File: src/sv/hfr_pkg.sv
// shared types and constants of the frame receiver
package hfr_pkg;

   localparam int PADDR_W = 3;
   localparam int PDATA_W = 32;

   localparam logic [7:0] PREAMBLE_BYTE = 8'hFF;
   localparam logic [7:0] START_SHORT_M2S = 8'h02;
   localparam logic [7:0] START_SHORT_S2M = 8'h06;
   localparam logic [7:0] START_LONG_M2S = 8'h82;
   localparam logic [7:0] START_LONG_S2M = 8'h86;
   localparam logic [4:0] PREAMBLE_MAX = 5'd31;
   localparam logic [2:0] LAST_LONG_STEP = 3'd4;

   // register indexes on the csr port
   localparam logic REG_DEVICE_ID = 1'b0;
   localparam logic REG_MIN_PREAMBLES = 1'b1;

   localparam logic [7:0] DEVICE_ID_RESET = 8'd0;
   localparam logic [4:0] MIN_PREAMBLES_RESET = 5'd2;

   typedef enum logic {
      CMD_BYTE    = 1'b0,
      CMD_TIMEOUT = 1'b1
   } command_type;

   typedef enum logic [2:0] {
      ST_HUNTING   = 3'd0,
      ST_IN_FRAME  = 3'd1,
      ST_OK        = 3'd2,
      ST_ERR_PREAM = 3'd3,
      ST_ERR_START = 3'd4,
      ST_ERR_ADDR  = 3'd5,
      ST_ERR_CSUM  = 3'd6,
      ST_ERR_TMO   = 3'd7
   } status_type;

   typedef enum logic [2:0] {
      PH_HUNT = 3'd0,
      PH_ADDR = 3'd1,
      PH_CMD  = 3'd2,
      PH_LEN  = 3'd3,
      PH_DATA = 3'd4,
      PH_CSUM = 3'd5
   } phase_type;

endpackage

File: src/sv/hfr_channels.sv
// valid/ready channel interfaces for received bytes and parse results

interface hfr_req_if;
   logic       valid;
   logic       ready;
   logic       command;
   logic [7:0] rx_byte;

   modport source (output valid, output command, output rx_byte, input ready);
   modport sink (input valid, input command, input rx_byte, output ready);
endinterface

interface hfr_rsp_if;
   logic       valid;
   logic       ready;
   logic [2:0] status;
   logic       data_valid;
   logic [7:0] data_byte;
   logic [7:0] data_index;
   logic [7:0] frame_command;
   logic [7:0] data_length;
   logic       master_to_slave;
   logic       short_frame;
   logic       primary_master;

   modport source (
      output valid, output status, output data_valid, output data_byte,
      output data_index, output frame_command, output data_length,
      output master_to_slave, output short_frame, output primary_master,
      input ready
   );
   modport sink (
      input valid, input status, input data_valid, input data_byte,
      input data_index, input frame_command, input data_length,
      input master_to_slave, input short_frame, input primary_master,
      output ready
   );
endinterface

File: src/sv/hart_frame_receiver.sv
// byte-serial frame receiver: preamble, start character, address, payload, checksum
// each accepted item's result is registered in the output register
// throughput: one item per cycle; a new item is taken whenever the output register
//   is empty or is being read in the same cycle
// reset (synchronous, active high) returns the parser to preamble hunting, clears
//   the frame fields and loads the register defaults (device id 0, two preambles)
module hart_frame_receiver (
   input  logic                       clock,
   input  logic                       reset,
   hfr_req_if.sink                    req_if,
   hfr_rsp_if.source                  rsp_if,
   input  logic                       psel,
   input  logic                       penable,
   input  logic                       pwrite,
   input  logic [hfr_pkg::PADDR_W-1:0] paddr,
   input  logic [hfr_pkg::PDATA_W-1:0] pwdata,
   output logic [hfr_pkg::PDATA_W-1:0] prdata,
   output logic                       pready
);

   // configuration registers
   logic [7:0] dev_id_ff;
   logic [4:0] min_pre_ff;

   // parser state
   hfr_pkg::phase_type phase_ff, phase_in;
   logic [4:0] pre_cnt_ff, pre_cnt_in;
   logic [2:0] step_ff, step_in;
   logic       miss_ff, miss_in;
   logic [7:0] xor_ff, xor_in;
   logic [7:0] left_ff, left_in;
   logic [7:0] cmd_ff, cmd_in;
   logic [7:0] len_ff, len_in;
   logic       m2s_ff, m2s_in;
   logic       short_ff, short_in;
   logic       prim_ff, prim_in;

   // output register
   logic                   rsp_valid_ff;
   hfr_pkg::status_type    status_ff, status_in;
   logic                   dv_ff, dv_in;
   logic [7:0]             db_ff, db_in;
   logic [7:0]             di_ff, di_in;

   logic       accept;
   logic       cfg_write;
   logic       cfg_index;
   logic [7:0] b;
   logic       addr_last;
   logic       addr_bad;
   logic [7:0] left_dec;

   // ---------------------------------------------------------------- csr port
   assign pready    = 1'b1;
   assign cfg_write = psel & penable & pwrite;
   assign cfg_index = paddr[2];

   always_comb begin
      case (cfg_index)
         hfr_pkg::REG_DEVICE_ID:     prdata = {{(hfr_pkg::PDATA_W-8){1'b0}}, dev_id_ff};
         hfr_pkg::REG_MIN_PREAMBLES: prdata = {{(hfr_pkg::PDATA_W-5){1'b0}}, min_pre_ff};
         default:                    prdata = '0;
      endcase
   end

   always_ff @(posedge clock) begin
      if (reset) begin
         dev_id_ff  <= hfr_pkg::DEVICE_ID_RESET;
         min_pre_ff <= hfr_pkg::MIN_PREAMBLES_RESET;
      end else if (cfg_write) begin
         if (cfg_index == hfr_pkg::REG_DEVICE_ID) begin
            dev_id_ff <= pwdata[7:0];
         end else begin
            min_pre_ff <= pwdata[4:0];
         end
      end
   end

   // ---------------------------------------------------------------- handshake
   // the output register frees up when empty or read this cycle
   assign req_if.ready = ~rsp_valid_ff | rsp_if.ready;
   assign accept       = req_if.valid & req_if.ready;
   assign b            = req_if.rx_byte;
   assign left_dec     = left_ff - 8'd1;

   // address checks for the byte in hand
   always_comb begin
      addr_bad  = 1'b0;
      addr_last = 1'b0;
      if (short_ff) begin
         addr_bad  = ({4'b0000, b[3:0]} != dev_id_ff);
         addr_last = 1'b1;
      end else begin
         if ((step_ff == 3'd2 || step_ff == 3'd3) && b != 8'd0) begin
            addr_bad = 1'b1;
         end
         if (step_ff >= hfr_pkg::LAST_LONG_STEP && b != dev_id_ff) begin
            addr_bad = 1'b1;
         end
         addr_last = (step_ff >= hfr_pkg::LAST_LONG_STEP);
      end
   end

   // ---------------------------------------------------------------- next state
   always_comb begin
      phase_in   = phase_ff;
      pre_cnt_in = pre_cnt_ff;
      step_in    = step_ff;
      miss_in    = miss_ff;
      xor_in     = xor_ff;
      left_in    = left_ff;
      cmd_in     = cmd_ff;
      len_in     = len_ff;
      m2s_in     = m2s_ff;
      short_in   = short_ff;
      prim_in    = prim_ff;
      status_in  = hfr_pkg::ST_IN_FRAME;
      dv_in      = 1'b0;
      db_in      = 8'd0;
      di_in      = 8'd0;

      if (req_if.command == hfr_pkg::CMD_TIMEOUT) begin
         if (phase_ff == hfr_pkg::PH_HUNT) begin
            pre_cnt_in = 5'd0;
            status_in  = hfr_pkg::ST_HUNTING;
         end else begin
            // abort the frame in progress
            status_in  = hfr_pkg::ST_ERR_TMO;
            phase_in   = hfr_pkg::PH_HUNT;
            pre_cnt_in = 5'd0;
            step_in    = 3'd0;
            miss_in    = 1'b0;
            left_in    = 8'd0;
         end
      end else begin
         case (phase_ff)
            hfr_pkg::PH_HUNT: begin
               if (b == hfr_pkg::PREAMBLE_BYTE) begin
                  // preamble count saturates
                  if (pre_cnt_ff != hfr_pkg::PREAMBLE_MAX) begin
                     pre_cnt_in = pre_cnt_ff + 5'd1;
                  end
                  status_in = hfr_pkg::ST_HUNTING;
               end else if (pre_cnt_ff < min_pre_ff) begin
                  status_in  = hfr_pkg::ST_ERR_PREAM;
                  pre_cnt_in = 5'd0;
               end else if (b == hfr_pkg::START_SHORT_M2S || b == hfr_pkg::START_SHORT_S2M ||
                            b == hfr_pkg::START_LONG_M2S || b == hfr_pkg::START_LONG_S2M) begin
                  // start character: bit 7 marks long frames, bit 2 slave-to-master
                  m2s_in     = ~b[2];
                  short_in   = ~b[7];
                  prim_in    = 1'b0;
                  cmd_in     = 8'd0;
                  len_in     = 8'd0;
                  xor_in     = b;
                  step_in    = 3'd0;
                  miss_in    = 1'b0;
                  pre_cnt_in = 5'd0;
                  phase_in   = hfr_pkg::PH_ADDR;
               end else begin
                  status_in  = hfr_pkg::ST_ERR_START;
                  pre_cnt_in = 5'd0;
               end
            end
            hfr_pkg::PH_ADDR: begin
               xor_in = xor_ff ^ b;
               if (step_ff == 3'd0 && b[7]) begin
                  prim_in = 1'b1;
               end
               if (addr_last) begin
                  if (miss_ff | addr_bad) begin
                     status_in  = hfr_pkg::ST_ERR_ADDR;
                     phase_in   = hfr_pkg::PH_HUNT;
                     pre_cnt_in = 5'd0;
                     step_in    = 3'd0;
                     miss_in    = 1'b0;
                     left_in    = 8'd0;
                  end else begin
                     step_in  = 3'd0;
                     phase_in = hfr_pkg::PH_CMD;
                  end
               end else begin
                  miss_in = miss_ff | addr_bad;
                  step_in = step_ff + 3'd1;
               end
            end
            hfr_pkg::PH_CMD: begin
               xor_in   = xor_ff ^ b;
               cmd_in   = b;
               phase_in = hfr_pkg::PH_LEN;
            end
            hfr_pkg::PH_LEN: begin
               xor_in   = xor_ff ^ b;
               len_in   = b;
               left_in  = b;
               phase_in = (b == 8'd0) ? hfr_pkg::PH_CSUM : hfr_pkg::PH_DATA;
            end
            hfr_pkg::PH_DATA: begin
               xor_in  = xor_ff ^ b;
               dv_in   = 1'b1;
               db_in   = b;
               di_in   = len_ff - left_ff;
               left_in = left_dec;
               if (left_dec == 8'd0) begin
                  phase_in = hfr_pkg::PH_CSUM;
               end
            end
            default: begin
               // checksum byte closes the frame
               status_in  = (b == xor_ff) ? hfr_pkg::ST_OK : hfr_pkg::ST_ERR_CSUM;
               phase_in   = hfr_pkg::PH_HUNT;
               pre_cnt_in = 5'd0;
               step_in    = 3'd0;
               miss_in    = 1'b0;
               left_in    = 8'd0;
            end
         endcase
      end
   end

   // ---------------------------------------------------------------- registers
   always_ff @(posedge clock) begin
      if (reset) begin
         phase_ff   <= hfr_pkg::PH_HUNT;
         pre_cnt_ff <= 5'd0;
         step_ff    <= 3'd0;
         miss_ff    <= 1'b0;
         xor_ff     <= 8'd0;
         left_ff    <= 8'd0;
         cmd_ff     <= 8'd0;
         len_ff     <= 8'd0;
         m2s_ff     <= 1'b0;
         short_ff   <= 1'b0;
         prim_ff    <= 1'b0;
      end else if (accept) begin
         phase_ff   <= phase_in;
         pre_cnt_ff <= pre_cnt_in;
         step_ff    <= step_in;
         miss_ff    <= miss_in;
         xor_ff     <= xor_in;
         left_ff    <= left_in;
         cmd_ff     <= cmd_in;
         len_ff     <= len_in;
         m2s_ff     <= m2s_in;
         short_ff   <= short_in;
         prim_ff    <= prim_in;
      end
   end

   always_ff @(posedge clock) begin
      if (reset) begin
         rsp_valid_ff <= 1'b0;
      end else if (accept) begin
         rsp_valid_ff <= 1'b1;
      end else if (rsp_if.ready) begin
         rsp_valid_ff <= 1'b0;
      end
   end

   always_ff @(posedge clock) begin
      if (accept) begin
         status_ff <= status_in;
         dv_ff     <= dv_in;
         db_ff     <= db_in;
         di_ff     <= di_in;
      end
   end

   // ---------------------------------------------------------------- result
   // frame fields come straight from the state: it only moves when the
   // output register reloads, so they always match the item on display
   assign rsp_if.valid           = rsp_valid_ff;
   assign rsp_if.status          = status_ff;
   assign rsp_if.data_valid      = dv_ff;
   assign rsp_if.data_byte       = db_ff;
   assign rsp_if.data_index      = di_ff;
   assign rsp_if.frame_command   = cmd_ff;
   assign rsp_if.data_length     = len_ff;
   assign rsp_if.master_to_slave = m2s_ff;
   assign rsp_if.short_frame     = short_ff;
   assign rsp_if.primary_master  = prim_ff;

endmodule

File: src/flat_wrapper.sv
// flat-port wrapper written by rule: the top's interface ports become plain ports
module hart_frame_receiver_flat 
  (clock, reset, psel, penable, pwrite, paddr, pwdata, prdata, pready, req_if_valid, req_if_command, req_if_rx_byte, req_if_ready, rsp_if_valid, rsp_if_status, rsp_if_data_valid, rsp_if_data_byte, rsp_if_data_index, rsp_if_frame_command, rsp_if_data_length, rsp_if_master_to_slave, rsp_if_short_frame, rsp_if_primary_master, rsp_if_ready);
  hfr_req_if req_if_i ();
  hfr_rsp_if rsp_if_i ();
  input  logic clock;
  input  logic reset;
  input  logic psel;
  input  logic penable;
  input  logic pwrite;
  input  logic [hfr_pkg::PADDR_W-1:0] paddr;
  input  logic [hfr_pkg::PDATA_W-1:0] pwdata;
  output logic [hfr_pkg::PDATA_W-1:0] prdata;
  output logic pready;
  input wire logic [$bits(req_if_i.valid)-1:0] req_if_valid;
  input wire logic [$bits(req_if_i.command)-1:0] req_if_command;
  input wire logic [$bits(req_if_i.rx_byte)-1:0] req_if_rx_byte;
  output wire logic [$bits(req_if_i.ready)-1:0] req_if_ready;
  output wire logic [$bits(rsp_if_i.valid)-1:0] rsp_if_valid;
  output wire logic [$bits(rsp_if_i.status)-1:0] rsp_if_status;
  output wire logic [$bits(rsp_if_i.data_valid)-1:0] rsp_if_data_valid;
  output wire logic [$bits(rsp_if_i.data_byte)-1:0] rsp_if_data_byte;
  output wire logic [$bits(rsp_if_i.data_index)-1:0] rsp_if_data_index;
  output wire logic [$bits(rsp_if_i.frame_command)-1:0] rsp_if_frame_command;
  output wire logic [$bits(rsp_if_i.data_length)-1:0] rsp_if_data_length;
  output wire logic [$bits(rsp_if_i.master_to_slave)-1:0] rsp_if_master_to_slave;
  output wire logic [$bits(rsp_if_i.short_frame)-1:0] rsp_if_short_frame;
  output wire logic [$bits(rsp_if_i.primary_master)-1:0] rsp_if_primary_master;
  input wire logic [$bits(rsp_if_i.ready)-1:0] rsp_if_ready;
  assign req_if_i.valid = req_if_valid;
  assign req_if_i.command = req_if_command;
  assign req_if_i.rx_byte = req_if_rx_byte;
  assign req_if_ready = req_if_i.ready;
  assign rsp_if_valid = rsp_if_i.valid;
  assign rsp_if_status = rsp_if_i.status;
  assign rsp_if_data_valid = rsp_if_i.data_valid;
  assign rsp_if_data_byte = rsp_if_i.data_byte;
  assign rsp_if_data_index = rsp_if_i.data_index;
  assign rsp_if_frame_command = rsp_if_i.frame_command;
  assign rsp_if_data_length = rsp_if_i.data_length;
  assign rsp_if_master_to_slave = rsp_if_i.master_to_slave;
  assign rsp_if_short_frame = rsp_if_i.short_frame;
  assign rsp_if_primary_master = rsp_if_i.primary_master;
  assign rsp_if_i.ready = rsp_if_ready;
  hart_frame_receiver u_core (.clock(clock), .reset(reset), .req_if(req_if_i), .rsp_if(rsp_if_i), .psel(psel), .penable(penable), .pwrite(pwrite), .paddr(paddr), .pwdata(pwdata), .prdata(prdata), .pready(pready));
endmodule
File: config.mk
export PLATFORM = sky130hd
export DESIGN_NAME = hart_frame_receiver_flat
export DESIGN_NICKNAME = d
export VERILOG_FILES = /design/src/sv/hfr_pkg.sv /design/src/sv/hfr_channels.sv /design/src/sv/hart_frame_receiver.sv /design/src/flat_wrapper.sv
export SDC_FILE = /design/constraint.sdc
export NUM_CORES = 1
export LEC_CHECK = 0
export BUFFER_PORTS_ARGS = -buffer_cell sky130_fd_sc_hd__buf_2
export CAP_MARGIN = 20
export CORE_MARGIN = 2
export CORE_UTILIZATION = 49
export CTS_CLUSTER_DIAMETER = 30
export CTS_CLUSTER_SIZE = 12
export DETAILED_ROUTE_END_ITERATION = 7
export PLACE_DENSITY = 0.89
export SKIP_CTS_REPAIR_TIMING = 1
export SLEW_MARGIN = 20
export SYNTH_ARGS = -nofsm -noshare
export SYNTH_HDL_FRONTEND = slang
export SYNTH_SLANG_ARGS = --single-unit
export TNS_END_PERCENT = 30
File: constraint.sdc
create_clock -name clock -period 2 [get_ports clock]
set_clock_uncertainty 0.05 [all_clocks]
set_input_delay 0.1 -clock clock [delete_from_list [all_inputs] [get_ports clock]]
set_output_delay 0.1 -clock clock [all_outputs]
set_load 0.02 [all_outputs]
; Yosys cells after proc, flatten, opt, wreduce, memory -nomap -nowiden
; Index checks and enable logic that the tools add are counted.
[totals]
ff_bits = 81
latch_bits = 0
ramBits = 0
rom_bits = 0
inputBits = 51
out_inout_bits = 74
word_cells = 161
mem_count = 0
[classes]
n_addsub = 4
n_mul = 0
div_mod_pow = 0
magnitude_cmp = 2
eq_ne = 27
shift = 0
mux = 63
n_bitwise = 14
reduce_logical = 33
[ops]
columns = op, n
row1 = two-way mux 8 bit, 10
row2 = case mux 32 bit (2 select lines), 1
row3 = two-way mux 3 bit, 20
row4 = case mux 8 bit (2 select lines), 3
row5 = case mux 8 bit (4 select lines), 1
row6 = AND reduction 6 bit, 5
row7 = two-way mux 5 bit, 5
row8 = "equality test 8 bit, second input constant", 3
row9 = AND reduction 7 bit, 3
row10 = case mux 3 bit (3 select lines), 2
row11 = zero test 8 bit, 2
row12 = two-way mux 1 bit, 16
row13 = case mux 3 bit (5 select lines), 1
row14 = case mux 5 bit (3 select lines), 1
row15 = "equality test 3 x 2 -> 1 bit, second input constant", 4
row16 = AND reduction 5 bit, 2
row17 = nonzero test 2 bit, 5
row18 = "!= test 3 x 2 -> 1 bit, second input constant", 3
row19 = "equality test 8 x 2 -> 1 bit, second input constant", 1
row20 = "equality test 8 x 3 -> 1 bit, second input constant", 1
row21 = equality test 8 bit, 1
row22 = "!= test 2 bit, second input constant", 4
row23 = "!= test 4 bit, second input constant", 2
row24 = != test 4 x 8 -> 1 bit, 1
row25 = other kinds (26), 46

; Logic depth before layout (Yosys ltp)
[depth]
ltp_word = 11
ltp_mapped = 9
depth_no_buf = 9

; Worst setup path before layout
; OpenSTA, ideal clock, no wires.
[synth_timing]
path_type = register -> register
startpoint = register u_core.len_ff[0], in the netlist u_core.rsp_if.data_length[0]
endpoint = register u_core.di_ff[6], in the netlist u_core.rsp_if.data_index[6] (data pin)
setup_ns = 0.270
arrival_ns = 1.875
required_ns = 1.680
slack_ns = -0.195
path_stages_with_launch = 10
path_buffers = 0
synth_period_minus_slack_ns = 2.195
cell_sequence = dfxtp_1 -> inv_1 -> ha_1 -> fa_1 -> nor2b_1 -> o21ai_0 -> a21boi_0 -> o21ai_0 -> a21boi_0 -> nor3_1
[synth_between]
elab_chain_cells = 1
[synth_lines]
columns = element, line
row1 = from (decl), hart_frame_receiver.sv:33  ; logic [7:0] len_ff, len_in;
row2 = from (signal assigned), hart_frame_receiver.sv:243  ; len_ff <= len_in;
row3 = subtractor 8 bit, hart_frame_receiver.sv:202  ; di_in = len_ff - left_ff;
row4 = to (signal assigned), hart_frame_receiver.sv:265  ; di_ff <= di_in;
row5 = to (decl), hart_frame_receiver.sv:43  ; logic [7:0] di_ff, di_in;
; No other way between the ends.
; A chain may end at the register's enable or synchronous reset.

; Worst setup path after layout
[layout_timing]
startpoint = register u_core.min_pre_ff[2]
endpoint = register u_core.xor_ff[4]
[layout_between]
elab_chain_cells = 3
[layout_lines]
columns = element, line
row1 = from (decl), hart_frame_receiver.sv:23  ; logic [4:0] min_pre_ff;
row2 = from (signal assigned), hart_frame_receiver.sv:69  ; min_pre_ff <= hfr_pkg::MIN_PREAMBLES_RESET;
row3 = from (signal assigned), hart_frame_receiver.sv:74  ; min_pre_ff <= pwdata[4:0];
row4 = < comparator 5 bit, hart_frame_receiver.sv:144  ; end else if (pre_cnt_ff < min_pre_ff) begin
row5 = != test 2 bit (no source line), --
row6 = AND reduction 6 bit (no source line), --
row7 = to (signal assigned), hart_frame_receiver.sv:240  ; xor_ff <= xor_in;
row8 = to (decl), hart_frame_receiver.sv:30  ; logic [7:0] xor_ff, xor_in;
; No other way between the ends.

==> results.cfg <==
[power]
leakagePower_uw = 0.00268
vdd.ir_drop.worst_mv = 0.438
fin_total_pwr_uw = 3380
powerDensity_nw_per_um2 = 534

[global_routing]
grt-ovfl-total = 0
wire_length_of_the_first_global_routing_pass_um = 23000
initial_antenna_violation_count = 0
track_usage = 0.262
largest_net_degree_at_the_start_of_global_routing = 36
first_global_vias = 4842

[critical_path]
slowest_delay_ns = 0.55
worstSetupStartpointType = flop
cp_data_arrival_time_ns = 2.48
cp_data_required_time_ns = 2.25
worst-setup-path-type = reg2reg
worst-path-max-fanout = 8
cp_slowest_cell = or4b_1
cpMostUsedCell = a31oi_1
cp_cell_sequence = inv_2, ha_4, a21o_1, a31oi_1, o21a_2, o21a_4, or4b_1, a31oi_1
timing.critical_path.to_type = flop

[detailed_routing]
detailedRoute.firstPassIterationCount = 6
wl_per_cell_um = 17.7
antenna_violating_nets_left = 0
post_drt_via_cell_ratio = 5.86
route.detailed.drc = 0
routed_wirelength_um = 15100
num_vias = 4987
dr.first_iter.drc_count = 495

[synthesis]
synth-seq-cells = 81
dominantRegCellSynth = dfxtp_1
syn-instance-count = 567
post_synth_instance_area_um2 = 4870
ys_seq_area_frac = 0.374
asyncSetResetFlopFracSynth = 0
synth-edff-count = 20
post_synth_num_cell_types = 62
synthesis.yosys.warnings = 0
avgSynthCellArea_um2 = 8.59

[sta]
worst_slew_margin_rel = 0.623
min_period_over_period = 1.12
final_max_slew_viol_count = 0
hold_violations = 1
max_freq_ghz = 0.447
finalWorstPathRequiredPeriod_ns = 2.24
finalHoldWorstSlack_ns = -0.0154
worst-slew-pin-transition_ns = 0.551
grt_setup_unrepaired = yes
number_of_failing_setup_endpoints_in_the_final_timing_report = 32
fin_ws_ns = -0.238

[flow_run]
max-cap-violations = 0

[finish]
antenna_cells = 0
syn2layout_area_growth_pct = 30.2
layout.nets = 784
post-route-util = 0.652
final_cells = 851
drive_gt1_frac = 0.333
design_area_um2 = 6340

[clocking]
clk_root_buffer_cell = clkbuf_8
clk_latency_worst_skew_pair_ns = 0.37
cts_tree = built
h-tree-depth = 3
clock_slew_at_the_register_clock_pins_of_the_worst_setup_and_hold_paths_ns = 0.09
cts_buffers = 9
clock_sink_count = 81
ctsLongestPathBuffers = 2

[placement]
gp_congestion = 0.924
port-buffer-count = 73
postPlaceCellArea_um2 = 5820
numPlacedInstances = 824
hpwlAfterDp_um = 10300

[floorplanning]
start_util = 0.501
floorplan.die_area_um2 = 10800
top_level_ports = 125
fp.dieW_um = 104
floorplan.die.height_um = 104
core_region_area_um2 = 9730
std_cell_rows = 36

[status]
violated_checks = hold timing, setup timing
status = complete, but fails checks

[worst_hold_path]
min-delay-path-class = in2reg
## worst paths after layout
path	slack, ns	cells past startpoint	startpoint	to
setup / recovery	-0.24	8	u_core.min_pre_ff[2]$_SDFFE_PP0P_	u_core.xor_ff[4]$_SDFFE_PP0P_
hold / removal	-0.02	3	req_if_rx_byte[0]	u_core.rsp_if.frame_command[0]$_SDFFE_PP0P_
setup reg to reg	-0.24	8	u_core.min_pre_ff[2]$_SDFFE_PP0P_	u_core.xor_ff[4]$_SDFFE_PP0P_
hold reg to reg	0.43	2	u_core.rsp_if.frame_command[5]$_SDFFE_PP0P_	u_core.rsp_if.frame_command[5]$_SDFFE_PP0P_
## worst max-delay path: cells and delay by family, from the launching register on
kind                       cells  cell delay (ns)
buffers and inverters          1             0.06
and+or+nand+nor                1             0.55
DFF                            1             0.37
AOI/OAI and AO/OA              5             0.88
adders and majority gates      1             0.26
## cell families (layout without fill, tap and decap cells)
logic type,Yosys count,count (layout),share of synthesized area
compound gates,128,129,0.165
xor+xnor,22,22,0.0395
fa+ha+maj,20,20,0.0529
buf+inv,85,212,0.0889
flops,81,81,0.374
mux,21,21,0.0447
other cells,2,25,0.00154
simple gates,208,208,0.234
## stage by stage
step / worst slack [ns] / setup TNS (ns)
final: -0.238 / -3.38
after global routing: -0.268 / -5.67
after CTS: -0.381 / -7.28
after detailed placement: -0.272 / -5.55
after global placement: -0.130 / -2.36
after floorplan: -0.0739 / -0.371
## Yosys cell counts, types with 3 or more instances
cell,number,area share
clkbuf_1,17,0.013
a21oi_1,42,0.043
a21o_1,3,0.0046
nor4_1,8,0.010
nor2_1,41,0.032
or4b_1,11,0.023
a21boi_0,3,0.0046
nand3b_1,4,0.0062
o21ai_0,12,0.012
mux2_2,6,0.014
a31oi_1,11,0.014
and3_1,5,0.0064
or3_1,6,0.0077
nand3_1,17,0.017
o21a_1,4,0.0062
xnor2_1,3,0.0054
edfxtp_1,20,0.12
a221oi_1,3,0.0054
xor2_1,19,0.034
buf_1,4,0.0031
nor2b_1,11,0.014
buf_4,25,0.039
nand4_1,14,0.018
ha_1,19,0.049
and2_1,9,0.012
o31ai_1,10,0.015
mux2i_1,15,0.031
nand2b_1,11,0.014
inv_1,26,0.020
buf_2,10,0.010
o21ai_1,15,0.015
a211oi_1,7,0.011
nor3_1,12,0.012
dfxtp_1,61,0.25
nand2_1,41,0.032
or4_1,5,0.0077
## placed cells by master, fill, tap and decap left out, types with 10 or more instances in the layout
master / netlist / layout
nor2b_1: 11 / 10
buf_2: 10 / 73
nand3_1: 17 / 17
conb_1: 2 / 25
a21oi_1: 42 / 38
dfxtp_1: 61 / 48
o21ai_1: 15 / 17
inv_1: 26 / 25
nand2_1: 41 / 40
mux2i_1: 15 / 15
nand2b_1: 11 / 11
edfxtp_1: 20 / 20
xor2_1: 19 / 15
ha_1: 19 / 17
buf_4: 25 / 84
nor2_1: 41 / 40
nand4_1: 14 / 14
dfxtp_2: 0 / 11
## power breakdown
group / total [µW] / internal, µW / switching (µW)
Sequential: 1710 / 1700 / 9.97
Combinational: 384 / 129 / 255
Clock: 1290 / 605 / 687
Total: 3380 / 2430 / 952
## metal layers
metal | vias to the layer above | global-route usage | routed length [µm]
met1 | 2371 | 0.295 | 5650
li1 | 2281 | - | -
met5 | - | 0 | 0
met4 | 0 | 0.129 | 579
met2 | 273 | 0.473 | 7700
met3 | 62 | 0.0510 | 1140
## sequential cells by signal (all words and copies together) (netlist names), 3 cells and up
name / count
u_core.dev_id_ff: 8
u_core.left_ff: 8
u_core.rsp_if.data_byte: 8
u_core.rsp_if.data_index: 8
u_core.rsp_if.data_length: 8
u_core.rsp_if.frame_command: 8
u_core.xor_ff: 8
u_core.min_pre_ff: 5
u_core.pre_cnt_ff: 5
u_core.phase_ff: 3
u_core.rsp_if.status: 3
u_core.step_ff: 3
## layout make-up
class / count / area [µm²]
Clock inverter: 7 / 83.8
Tap cell: 133 / 166
Timing Repair Buffer: 168 / 1120
Sequential cell: 81 / 1840
Inverter: 28 / 105
Fill cell: 788 / 3390
Clock buffer: 9 / 124
Multi-Input combinational cell: 425 / 2900
Power figures use the tool's default switching activity.
